File: src/sv/annexb_pkg.sv
// ----------------------------------------------------------------------------
// annexb_pkg
// Shared widths, NAL type codes and the close-event record of the splitter.
// ----------------------------------------------------------------------------
package annexb_pkg;

  localparam int unsigned POS_BITS   = 24;
  localparam int unsigned FIELD_W    = 24;
  localparam int unsigned TYPE_W     = 6;
  localparam int unsigned FIFO_DEPTH = 2;
  localparam int unsigned FIFO_PTR_W = $clog2(FIFO_DEPTH);
  localparam int unsigned FIFO_CNT_W = $clog2(FIFO_DEPTH + 1);

  localparam logic [POS_BITS-1:0] POS_MAX = {POS_BITS{1'b1}};

  localparam logic [TYPE_W-1:0] H264_SPS = TYPE_W'(7);
  localparam logic [TYPE_W-1:0] H264_PPS = TYPE_W'(8);
  localparam logic [TYPE_W-1:0] HEVC_VPS = TYPE_W'(32);
  localparam logic [TYPE_W-1:0] HEVC_SPS = TYPE_W'(33);
  localparam logic [TYPE_W-1:0] HEVC_PPS = TYPE_W'(34);

  localparam int unsigned SEEN_VPS = 0;
  localparam int unsigned SEEN_SPS = 1;
  localparam int unsigned SEEN_PPS = 2;

  typedef struct packed {
    logic               valid;
    logic               key;
    logic [7:0]         first_byte;
    logic [FIELD_W-1:0] offset;
    logic [FIELD_W-1:0] length;
  } close_t;

  typedef struct packed {
    logic [FIELD_W-1:0] offset;
    logic [FIELD_W-1:0] length;
    logic [TYPE_W-1:0]  nal_type;
    logic               keep;
    logic               params_ready;
  } desc_t;

endpackage

File: src/sv/annexb_byte_if.sv
// ----------------------------------------------------------------------------
// annexb_byte_if
// Byte word channel: one frame byte with its keyframe and last-byte flags.
// ----------------------------------------------------------------------------
interface annexb_byte_if;
  logic       valid;
  logic       ready;
  logic [7:0] data_byte;
  logic       frame_keyframe;
  logic       frame_last;

  modport source (output valid, data_byte, frame_keyframe, frame_last, input ready);
  modport sink   (input valid, data_byte, frame_keyframe, frame_last, output ready);
endinterface

File: src/sv/annexb_nal_if.sv
// ----------------------------------------------------------------------------
// annexb_nal_if
// Descriptor word channel: one NAL unit descriptor per word.
// ----------------------------------------------------------------------------
interface annexb_nal_if;
  logic        valid;
  logic        ready;
  logic [23:0] nal_offset;
  logic [23:0] nal_length;
  logic [5:0]  nal_type;
  logic        keep;
  logic        params_ready;

  modport source (output valid, nal_offset, nal_length, nal_type, keep, params_ready,
                  input ready);
  modport sink   (input valid, nal_offset, nal_length, nal_type, keep, params_ready,
                  output ready);
endinterface

File: src/sv/annexb_scan.sv
// ----------------------------------------------------------------------------
// annexb_scan
// Input register and start-code scanner; tracks the open NAL unit and emits a
// close event when a unit ends at a start code or at the frame's last byte.
// ----------------------------------------------------------------------------
module annexb_scan (
  input  logic               clk_i,
  input  logic               rst_ni,
  annexb_byte_if.sink        byte_i,
  input  logic               space_i,
  output annexb_pkg::close_t close_o
);
  import annexb_pkg::*;

  logic                v_q;
  logic [7:0]          b_q;
  logic                key_q;
  logic                last_q;
  logic [POS_BITS-1:0] pos_q, pos_d;
  logic [1:0]          zrun_q, zrun_d;
  logic                inside_q, inside_d;
  logic [POS_BITS-1:0] start_q, start_d;
  logic [POS_BITS-1:0] endnz_q, endnz_d;
  logic [7:0]          fb_q, fb_d;
  logic                fbt_q, fbt_d;

  logic                adv;
  logic                sc;
  logic [POS_BITS-1:0] npos;
  logic [POS_BITS-1:0] end_upd;
  logic [POS_BITS-1:0] c_end;
  logic [7:0]          c_fb;

  assign adv          = v_q && space_i;
  assign byte_i.ready = !v_q || space_i;

  assign npos    = (pos_q == POS_MAX) ? pos_q : pos_q + POS_BITS'(1);
  assign sc      = (b_q == 8'd1) && zrun_q[1];
  assign end_upd = (inside_q && (b_q != 8'd0)) ? npos : endnz_q;
  assign c_end   = sc ? endnz_q : end_upd;
  assign c_fb    = (sc || fbt_q) ? fb_q : b_q;

  always_comb begin
    close_o.valid      = adv && (sc || last_q) && inside_q && (c_end > start_q);
    close_o.key        = key_q;
    close_o.first_byte = c_fb;
    close_o.offset     = FIELD_W'(start_q);
    close_o.length     = FIELD_W'(c_end - start_q);
  end

  always_comb begin
    pos_d    = npos;
    zrun_d   = (b_q != 8'd0) ? 2'd0 : ((zrun_q == 2'd3) ? zrun_q : zrun_q + 2'd1);
    inside_d = inside_q;
    start_d  = start_q;
    endnz_d  = endnz_q;
    fb_d     = fb_q;
    fbt_d    = fbt_q;
    if (last_q) begin
      pos_d    = '0;
      zrun_d   = '0;
      inside_d = 1'b0;
      start_d  = '0;
      endnz_d  = '0;
      fb_d     = '0;
      fbt_d    = 1'b0;
    end else if (sc) begin
      inside_d = 1'b1;
      start_d  = npos;
      endnz_d  = npos;
      fb_d     = '0;
      fbt_d    = 1'b0;
    end else if (inside_q) begin
      endnz_d = end_upd;
      fb_d    = c_fb;
      fbt_d   = 1'b1;
    end
  end

  always_ff @(posedge clk_i or negedge rst_ni) begin
    if (!rst_ni) begin
      v_q      <= 1'b0;
      pos_q    <= '0;
      zrun_q   <= '0;
      inside_q <= 1'b0;
      start_q  <= '0;
      endnz_q  <= '0;
      fb_q     <= '0;
      fbt_q    <= 1'b0;
    end else begin
      if (byte_i.ready) begin
        v_q <= byte_i.valid;
      end
      if (adv) begin
        pos_q    <= pos_d;
        zrun_q   <= zrun_d;
        inside_q <= inside_d;
        start_q  <= start_d;
        endnz_q  <= endnz_d;
        fb_q     <= fb_d;
        fbt_q    <= fbt_d;
      end
    end
  end

  always_ff @(posedge clk_i) begin
    if (byte_i.valid && byte_i.ready) begin
      b_q    <= byte_i.data_byte;
      key_q  <= byte_i.frame_keyframe;
      last_q <= byte_i.frame_last;
    end
  end

  a_frame_end_clears: assert property (@(posedge clk_i) disable iff (!rst_ni)
    (adv && last_q) |=> (pos_q == '0) && !inside_q)
    else $error("frame end did not clear position");

  a_zero_counts: assert property (@(posedge clk_i) disable iff (!rst_ni)
    (adv && !last_q && (b_q == 8'd0)) |=> (zrun_q != 2'd0))
    else $error("zero byte not counted");

endmodule

File: src/sv/annexb_desc.sv
// ----------------------------------------------------------------------------
// annexb_desc
// Decodes NAL type and keep flag, latches parameter sets seen on keyframes,
// and queues descriptors in a two-word output buffer.
// ----------------------------------------------------------------------------
module annexb_desc (
  input  logic               clk_i,
  input  logic               rst_ni,
  input  logic               codec_hevc_i,
  input  annexb_pkg::close_t close_i,
  output logic               space_o,
  annexb_nal_if.source       nal_o
);
  import annexb_pkg::*;

  desc_t                 fifo_q [FIFO_DEPTH];
  logic [FIFO_PTR_W-1:0] wr_q, rd_q;
  logic [FIFO_CNT_W-1:0] cnt_q;
  logic [2:0]            seen_q, seen_d;

  logic              push, pop;
  logic [TYPE_W-1:0] ty;
  logic              keep;
  logic              rdy;
  desc_t             ent;
  desc_t             head;

  always_comb begin
    seen_d = seen_q;
    if (codec_hevc_i) begin
      ty   = close_i.first_byte[6:1];
      keep = !((ty == HEVC_VPS) || (ty == HEVC_SPS) || (ty == HEVC_PPS));
      if (close_i.key) begin
        if (ty == HEVC_VPS) seen_d[SEEN_VPS] = 1'b1;
        if (ty == HEVC_SPS) seen_d[SEEN_SPS] = 1'b1;
        if (ty == HEVC_PPS) seen_d[SEEN_PPS] = 1'b1;
      end
      rdy = seen_d[SEEN_VPS] && seen_d[SEEN_SPS] && seen_d[SEEN_PPS];
    end else begin
      ty   = {1'b0, close_i.first_byte[4:0]};
      keep = !((ty == H264_SPS) || (ty == H264_PPS));
      if (close_i.key) begin
        if (ty == H264_SPS) seen_d[SEEN_SPS] = 1'b1;
        if (ty == H264_PPS) seen_d[SEEN_PPS] = 1'b1;
      end
      rdy = seen_d[SEEN_SPS] && seen_d[SEEN_PPS];
    end
  end

  always_comb begin
    ent.offset       = close_i.offset;
    ent.length       = close_i.length;
    ent.nal_type     = ty;
    ent.keep         = keep;
    ent.params_ready = rdy;
  end

  assign push    = close_i.valid;
  assign pop     = nal_o.valid && nal_o.ready;
  assign space_o = (cnt_q != FIFO_CNT_W'(FIFO_DEPTH));
  assign head    = fifo_q[rd_q];

  assign nal_o.valid        = (cnt_q != '0);
  assign nal_o.nal_offset   = head.offset;
  assign nal_o.nal_length   = head.length;
  assign nal_o.nal_type     = head.nal_type;
  assign nal_o.keep         = head.keep;
  assign nal_o.params_ready = head.params_ready;

  always_ff @(posedge clk_i or negedge rst_ni) begin
    if (!rst_ni) begin
      wr_q   <= '0;
      rd_q   <= '0;
      cnt_q  <= '0;
      seen_q <= '0;
    end else begin
      if (push) begin
        wr_q   <= wr_q + FIFO_PTR_W'(1);
        seen_q <= seen_d;
      end
      if (pop) begin
        rd_q <= rd_q + FIFO_PTR_W'(1);
      end
      if (push && !pop) begin
        cnt_q <= cnt_q + FIFO_CNT_W'(1);
      end else if (pop && !push) begin
        cnt_q <= cnt_q - FIFO_CNT_W'(1);
      end
    end
  end

  always_ff @(posedge clk_i) begin
    if (push) begin
      fifo_q[wr_q] <= ent;
    end
  end

  a_cnt_bound: assert property (@(posedge clk_i) disable iff (!rst_ni)
    cnt_q <= FIFO_CNT_W'(FIFO_DEPTH))
    else $error("descriptor buffer overflow");

  a_no_push_full: assert property (@(posedge clk_i) disable iff (!rst_ni)
    push |-> space_o)
    else $error("descriptor pushed into full buffer");

  a_len_nonzero: assert property (@(posedge clk_i) disable iff (!rst_ni)
    nal_o.valid |-> (nal_o.nal_length != '0))
    else $error("empty NAL unit reported");

  a_seen_sticky: assert property (@(posedge clk_i) disable iff (!rst_ni)
    ((seen_q & $past(seen_q)) == $past(seen_q)))
    else $error("parameter set flag dropped");

endmodule

File: src/sv/annexb_nal_unit_splitter.sv
// ----------------------------------------------------------------------------
// annexb_nal_unit_splitter
// Splits an Annex-B byte stream into NAL unit descriptors.
//
//   channel   dir   word
//   byte_i    in    data_byte, frame_keyframe, frame_last
//   nal_o     out   nal_offset, nal_length, nal_type, keep, params_ready
//   cfg       in    cfg_we_i / cfg_data_i = codec_hevc
//
// One byte per cycle while the output buffer has room; the byte that closes
// a unit passes the input register, then its descriptor the output buffer.
// A two-word output buffer keeps bytes flowing while a descriptor waits.
// Reset clears the frame state, the parameter set flags and the codec select.
// ----------------------------------------------------------------------------
module annexb_nal_unit_splitter (
  input  logic         clk_i,
  input  logic         rst_ni,
  input  logic         cfg_we_i,
  input  logic         cfg_data_i,
  annexb_byte_if.sink  byte_i,
  annexb_nal_if.source nal_o
);
  import annexb_pkg::*;

  logic   codec_q;
  logic   space;
  close_t close_ev;

  always_ff @(posedge clk_i or negedge rst_ni) begin
    if (!rst_ni) begin
      codec_q <= 1'b0;
    end else if (cfg_we_i) begin
      codec_q <= cfg_data_i;
    end
  end

  annexb_scan u_scan (
    .clk_i   (clk_i),
    .rst_ni  (rst_ni),
    .byte_i  (byte_i),
    .space_i (space),
    .close_o (close_ev)
  );

  annexb_desc u_desc (
    .clk_i        (clk_i),
    .rst_ni       (rst_ni),
    .codec_hevc_i (codec_q),
    .close_i      (close_ev),
    .space_o      (space),
    .nal_o        (nal_o)
  );

endmodule

File: src/flat_wrapper.sv
// flat-port wrapper written by rule: the top's interface ports become plain ports
module annexb_nal_unit_splitter_flat import annexb_pkg::*;
  (clk_i, rst_ni, cfg_we_i, cfg_data_i, byte_i_valid, byte_i_data_byte, byte_i_frame_keyframe, byte_i_frame_last, byte_i_ready, nal_o_valid, nal_o_nal_offset, nal_o_nal_length, nal_o_nal_type, nal_o_keep, nal_o_params_ready, nal_o_ready);
  annexb_byte_if byte_i_i ();
  annexb_nal_if nal_o_i ();
  input  logic clk_i;
  input  logic rst_ni;
  input  logic cfg_we_i;
  input  logic cfg_data_i;
  input wire logic [$bits(byte_i_i.valid)-1:0] byte_i_valid;
  input wire logic [$bits(byte_i_i.data_byte)-1:0] byte_i_data_byte;
  input wire logic [$bits(byte_i_i.frame_keyframe)-1:0] byte_i_frame_keyframe;
  input wire logic [$bits(byte_i_i.frame_last)-1:0] byte_i_frame_last;
  output wire logic [$bits(byte_i_i.ready)-1:0] byte_i_ready;
  output wire logic [$bits(nal_o_i.valid)-1:0] nal_o_valid;
  output wire logic [$bits(nal_o_i.nal_offset)-1:0] nal_o_nal_offset;
  output wire logic [$bits(nal_o_i.nal_length)-1:0] nal_o_nal_length;
  output wire logic [$bits(nal_o_i.nal_type)-1:0] nal_o_nal_type;
  output wire logic [$bits(nal_o_i.keep)-1:0] nal_o_keep;
  output wire logic [$bits(nal_o_i.params_ready)-1:0] nal_o_params_ready;
  input wire logic [$bits(nal_o_i.ready)-1:0] nal_o_ready;
  assign byte_i_i.valid = byte_i_valid;
  assign byte_i_i.data_byte = byte_i_data_byte;
  assign byte_i_i.frame_keyframe = byte_i_frame_keyframe;
  assign byte_i_i.frame_last = byte_i_frame_last;
  assign byte_i_ready = byte_i_i.ready;
  assign nal_o_valid = nal_o_i.valid;
  assign nal_o_nal_offset = nal_o_i.nal_offset;
  assign nal_o_nal_length = nal_o_i.nal_length;
  assign nal_o_nal_type = nal_o_i.nal_type;
  assign nal_o_keep = nal_o_i.keep;
  assign nal_o_params_ready = nal_o_i.params_ready;
  assign nal_o_i.ready = nal_o_ready;
  annexb_nal_unit_splitter u_core (.clk_i(clk_i), .rst_ni(rst_ni), .cfg_we_i(cfg_we_i), .cfg_data_i(cfg_data_i), .byte_i(byte_i_i), .nal_o(nal_o_i));
endmodule
File: config.mk
export PLATFORM = sky130hd
export DESIGN_NAME = annexb_nal_unit_splitter_flat
export DESIGN_NICKNAME = d
export VERILOG_FILES = /design/src/sv/annexb_pkg.sv /design/src/sv/annexb_byte_if.sv /design/src/sv/annexb_nal_if.sv /design/src/sv/annexb_scan.sv /design/src/sv/annexb_desc.sv /design/src/sv/annexb_nal_unit_splitter.sv /design/src/flat_wrapper.sv
export SDC_FILE = /design/constraint.sdc
export NUM_CORES = 1
export LEC_CHECK = 0
export ABC_AREA = 1
export ABC_CLOCK_PERIOD_IN_PS = 7200
export BUFFER_PORTS_ARGS = -buffer_cell sky130_fd_sc_hd__buf_2
export CAP_MARGIN = 20
export CORE_MARGIN = 1
export CORE_UTILIZATION = 24
export DETAILED_ROUTE_END_ITERATION = 8
export SETUP_SLACK_MARGIN = 0.5
export SLEW_MARGIN = 5
export SYNTH_ARGS = -nofsm -noshare
export SYNTH_HDL_FRONTEND = slang
export SYNTH_SLANG_ARGS = --single-unit
export TNS_END_PERCENT = 5
File: constraint.sdc
create_clock -name clk_i -period 7.2 [get_ports clk_i]
set_clock_uncertainty 0.15 [all_clocks]
set_input_delay 0.72 -clock clk_i [delete_from_list [all_inputs] [get_ports clk_i]]
set_output_delay 0.72 -clock clk_i [all_outputs]
set_load 0.01 [all_outputs]
# Word-level counts from Yosys, hierarchy flattened
# Memory sizes are Yosys's and may differ from the RTL's.
# Cells that the tools add are included.
[totals]
reg_bits = 102
mem_bits_rw = 112
n_memories = 1
[op_classes]
addsub = 7
magnitude_cmp = 1
n_eq_ne = 10
mux = 38
reduce_logical = 33
[mem_list]
columns = ["memory", "depth", "word_bits", "read_ports", "rd_clocked_by_memory_dff", "write_ports", "line_no", "text"]
rows = [
  ["u_core.u_desc.fifo_q", 2, 56, 1, 0, 1, "annexb_desc.sv:16", "desc_t fifo_q [FIFO_DEPTH];"],
]
[ops]
columns = ["op", "n"]
rows = [
  ["$mux W24", 9],
  ["$mux W7", 4],
  ["$add A24 B1 Y24 const B", 1],
  ["$eq A24 B24 Y1 const B", 1],
  ["$gt A24 B24 Y1", 1],
  ["$sub A24 B24 Y24", 1],
  ["$eq A6 B6 Y1 const B", 3],
  ["$mux W2", 8],
  ["$mux W1", 14],
  ["$logic_and A1 B1 Y1", 13],
  ["$eq A8 B1 Y1 const B", 1],
  ["$reduce_and A2 Y1", 4],
  ["$reduce_bool A8 Y1", 1],
  ["$logic_or A1 B1 Y1", 6],
  ["$mux W3", 2],
  ["$mux W6", 1],
  ["$reduce_bool A2 Y1", 3],
  ["$eq A5 B3 Y1 const B", 1],
  ["$eq A5 B4 Y1 const B", 1],
  ["$logic_not A1 Y1", 5],
  ["$add A2 B1 Y2 const B", 2],
  ["$ne A3 B3 Y1 const B", 1],
  ["$reduce_bool A3 Y1", 1],
  ["$add A1 B1 Y1 const B", 2],
  ["3 further kinds", 3],
]

# Depth between registers and ports, before layout
[depth]
word_depth = 11
mapped_depth = 26
ltp_nobuf = 25

# Cells and area by module
# Synthesis repeated with hierarchy kept, for this count alone.
[unflattened]
hier_cells = 1339
hier_area_um2 = 11345.9
[modules_own_cells]
columns = ["mod", "instances", "cells_per_inst", "area_per_inst_um2", "seq_area_each_um2"]
rows = [
  ["annexb_scan", 1, 956, 6701.4, 2427.3],
  ["annexb_desc", 1, 378, 4604.4, 3538.4],
  ["annexb_nal_unit_splitter", 1, 5, 40.0, 25.0],
]

# Worst setup path before layout
# OpenSTA, ideal clock, no wires.
[synth_timing]
kind = "flip-flop to flip-flop"
startpoint = "register u_core.u_scan.pos_q[0]"
endpoint = "memory u_core.u_desc.fifo_q[1][0] in the netlist's numbering (enable)"
setup_time_ns = 0.472
arrival_ns = 5.251
t_required_ns = 6.578
slack_ns = 1.327
stages_incl_launch_ff = 23
path_buffers = 1
period_less_slack_ns = 5.873
cell_sequence = "dfrtp_1 ha_1 nand2_1 nor2_4 nand4_2 nor2_4 inv_2 buf_6 nand2_2 nand2_1 o21ai_1 o21ai_0 ha_1 inv_1 fa_1 inv_1 o21ai_0 a21oi_1 inv_1 nand2_1 nand3_1 nand2_1 nor2_1"
[synth_via]
elab_chain_cells = 8
[synth_lines]
columns = ["element", "line_no", "text"]
rows = [
  ["from (decl)", "annexb_scan.sv:19", "logic [POS_BITS-1:0] pos_q, pos_d;"],
  ["from (signal assigned)", "annexb_scan.sv:95", "pos_q <= pos_d;"],
  ["$add A24 B1 Y24 or $eq A24 B24 Y1 (tied branches)", "annexb_scan.sv:37", "assign npos = (pos_q == POS_MAX) ? pos_q : pos_q + POS_BITS'(1);"],
  ["$mux W24 *", "annexb_scan.sv:37", ""],
  ["$mux W24 *", "annexb_scan.sv:39", "assign end_upd = (inside_q && (b_q != 8'd0)) ? npos : endnz_q;"],
  ["$mux W24 *", "annexb_scan.sv:40", "assign c_end = sc ? endnz_q : end_upd;"],
  ["$gt A24 B24 Y1 *", "annexb_scan.sv:44", "close_o.valid = adv && (sc || last_q) && inside_q && (c_end > start_q);"],
  ["$logic_and A1 B1 Y1 *", "annexb_scan.sv:44", ""],
  ["$mux W1 *", "annexb_desc.sv:93", "if (push) begin"],
  ["$mux W1 (implied by the code) *", "annexb_desc.sv:94", "fifo_q[wr_q] <= ent;"],
  ["to (decl)", "annexb_desc.sv:16", ""],
]
# Every way passes the cells marked *; elsewhere a longest branch is shown, timed or not.

# Worst setup path in the final report
[layout_timing]
startpoint = "register u_core.u_scan.pos_q[0]"
endpoint = "memory u_core.u_desc.fifo_q[1][36] in the netlist's numbering (enable)"
# Same word-level chain as after synthesis.

==> metrics <==
CP startpoint kind=flop; I/O Buffers=73; dpl ws=2.10 ns; worst r2r src=u_core.u_scan.pos_q[0]; Post-Syn Area=0.0110 mm^2; CTS Hold Buffers Added=0; Resized cells post-CTS=0; Peak VDD IR=172 uV; Register Area=0.00597 mm^2; maxcap violations=0; Crit path buffers/inverters=5; complex-gate fraction of the synthesized area=9.76%; initial antenna violation count=3; setup ws final=2.07 ns; Die Span Y=216 um; CP max FO=35; CP arrival=5.14 ns; DRT Pass-1 Iters=6; Yosys reg bits=214; Post-Synth Adder-Cell Area=3.25%; ys async rst share=43.0%; Worst-Margin Slew=0.793 ns; YS warnings=0; CP Cell Sequence=ha_1, nand2_1, nor2_4, nand4_2, nor2_4, inv_2, nand2_2, nand2_1, o21ai_1, o21ai_0, ha_1, inv_1, fa_1, inv_1, o21ai_0, a21oi_1, inv_1, nand2_1, nand3_1, nand2_1, nor2_4, buf_4; final cell count without fillers=1961; gpl congestion=0.925; FMAX=195 MHz; worst skew pair latency=0.52 ns; slowest CP cell=nor2_4; worst hold slack=-0.000885 ns; Area growth syn-to-layout=16.9%; Post-Place Cells=1917; post-detailed-route count of antenna-violating nets=0; fin crit period=5.13 ns; DP Wirelength=21700 um; largest net degree at the start of global routing=59; clock root cell=clkbuf_16; Sink Count=214; clk slew on worst S/H paths=0.06 ns; Max Root-Sink Buffers=3; Leak=5.83 nW; # IOs=74; PD cells=338 mW/mm^2; critical path class=reg -> reg; most frequent CP cell=nand2_1; Crit path required time=7.21 ns; Inserted Diodes=0; Die Area=0.0468 mm^2; num rows=78; post-synthesis mux area share=0%; Worst setup EP type=flop; final period utilization=71.3%; Max Slew Vio Count=0; failing checks=hold timing; R2R Setup Slk=2.07 ns; TNS Setup=0 ns; syn_nets=1321; GR Util All Layers=12.2%; grt ovf=0; die width=216 um; final setup vio count=0; starting density of the core=24.3%; Seq/Total Area, Yosys=54.2%; nets@finish=1387; run status=finished with violations; prevailing post-synth register cell=edfxtp_1; residual DRC count=0; Hold Vio Cnt, Final=1; wire length of the first global-routing pass=46100 um; layout cell share with drive strength beyond 1=11.8%; DR vias=8580; Post-Synth Simple-Gate Area=23.9%; Worst slew margin=47.2%; vias in the first global route=8305; Total Wirelength=29000 um; number of synthesized flops with an enable pin=122; peak per-stage delay on the critical path=0.58 ns; depth of the CTS H-tree=1; unrepaired setup endpoints after global routing=false; Post-Synth XOR/XNOR Area=3.34%; WL/cell=14.8 um; fillcell total=4849; largest family of logic cells by synthesized area=simple AND/OR/NAND/NOR gates; Reg-to-Reg End=u_core.u_desc.fifo_q[1][36]; CTS buffer count=24; CP top delay family=simple AND/OR/NAND/NOR gates; final core utilization=28.4%; Mapped Cells=1277; Hold WC Path Type=in -> async; total setup buffers inserted after CTS=0; Synth cell types=41; DRT iter0 DRCs=562; vias per inst=4.38; multi-input logic area=0.00445 mm^2; Post-DP Area=0.0120 mm^2; r2r worst-path depth=22; CTS tree=built; total core area=0.0453 mm^2; Avg Cell Area, Syn=8.63 um^2; Post-Layout Inst Area=0.0129 mm^2
==> layout by cell type (no fill, tap or decap), drive strengths merged, types with 2 or more instances in the layout <==
master and instances:
nand2 500, edfxtp 122, inv 114, dfrtp 92
o21ai 86, buf 82, nor2 72, a21oi 56
nand3 55, clkbuf 30, xor2 27, ha 27
o21a 22, xnor2 15, nor3 10, clkinv 9
o211ai 7, o22ai 6, nand4 6, a21o 5
a31oi 3, bufinv 3, clkinvlp 3, a22oi 2
nor4 2, o21bai 2
==> sequential cells by signal, indices dropped and copies added (netlist names) <==
register	count
u_core.u_scan.b_q	8
u_core.u_scan.zrun_q	2
u_core.u_scan.fbt_q	1
u_core.u_scan.v_q	1
u_core.u_desc.wr_q	1
u_core.u_scan.start_q	24
u_core.u_scan.last_q	1
u_core.codec_q	1
u_core.u_scan.pos_q	24
u_core.u_scan.fb_q	7
u_core.u_desc.fifo_q	112
u_core.u_scan.endnz_q	24
u_core.u_scan.key_q	1
u_core.u_desc.cnt_q	2
u_core.u_desc.rd_q	1
u_core.u_scan.inside_q	1
u_core.u_desc.seen_q	3
==> through the flow <==
step                      total power, mW  hold WS [ns]
final                                4.36     -0.000885
after floorplan                      2.58         0.274
after detailed placement             3.11         0.306
after global routing                 4.64        0.0223
after CTS                            4.41        0.0124
after global placement               3.08         0.308
==> layout make-up <==
cell class	count	share of cell area, %
Clock buffer	30	5.24
Clock inverter	14	1.29
Inverter	115	3.35
Multi-Input combinational cell	906	34.6
Sequential cell	214	46.4
Tap cell	600	5.83
Timing Repair Buffer	82	3.38
==> cell families (layout without fill, tap and decap cells) <==
kind of cell | count (synthesis) | count (layout)
xor+xnor | 42 | 42
buf+inv | 157 | 241
flops | 214 | 214
compound gates | 190 | 190
fa+ha+maj | 28 | 28
simple gates | 646 | 646
==> worst max-delay path by stage <==
| stage | from | end | slack, ns | cells past startpoint |
|---|---|---|---|---|
| finish | u_core.u_scan.pos_q[0] | u_core.u_desc.fifo_q[1][36] | 2.07 | 22 |
| global route | u_core.u_scan.pos_q[0] | u_core.u_desc.fifo_q[1][36] | 1.54 | 22 |
| CTS | u_core.u_scan.pos_q[0] | u_core.u_desc.fifo_q[1][36] | 2.07 | 22 |
| detailed placement | u_core.u_scan.pos_q[0] | u_core.u_desc.fifo_q[1][36] | 2.10 | 22 |
| global placement | u_core.u_scan.pos_q[0] | u_core.u_desc.fifo_q[1][42] | 2.27 | 22 |
| floorplan | u_core.u_scan.pos_q[0] | u_core.u_desc.fifo_q[1][0] | 1.33 | 22 |
==> cell usage after synthesis (all sizes together), types with 3 or more instances <==
| cell type | n | area share [%] |
|---|---|---|
| clkbuf | 26 | 0.89 |
| o21a | 22 | 1.5 |
| a31oi | 3 | 0.17 |
| xor2 | 27 | 2.1 |
| a21oi | 56 | 2.5 |
| edfxtp | 122 | 33 |
| dfrtp | 92 | 21 |
| o211ai | 7 | 0.57 |
| a21o | 5 | 0.34 |
| nand3 | 55 | 2.7 |
| xnor2 | 15 | 1.2 |
| nor2 | 72 | 2.8 |
| nand4 | 6 | 0.40 |
| buf | 16 | 0.78 |
| nor3 | 10 | 0.65 |
| ha | 27 | 3.1 |
| o22ai | 6 | 0.34 |
| o21ai | 86 | 3.9 |
| nand2 | 500 | 17 |
| inv | 115 | 3.9 |
==> power by group <==
part / leakage, nW / switching, mW / internal [mW]
clock network: 0.405 / 0.512 / 0.775
registers: 2.37 / 0.0565 / 1.54
logic: 3.05 / 1.05 / 0.425
==> layer usage <==
layer | wire length [um] | global-route usage (%) | up-vias
li1 | - | - | 4317
met1 | 13700 | 17.1 | 4031
met2 | 13400 | 19.9 | 189
met3 | 1250 | 1.45 | 39
met4 | 698 | 3.40 | 4
met5 | 25 | 0 | -
No activity file was read; power rests on OpenSTA's default activity.
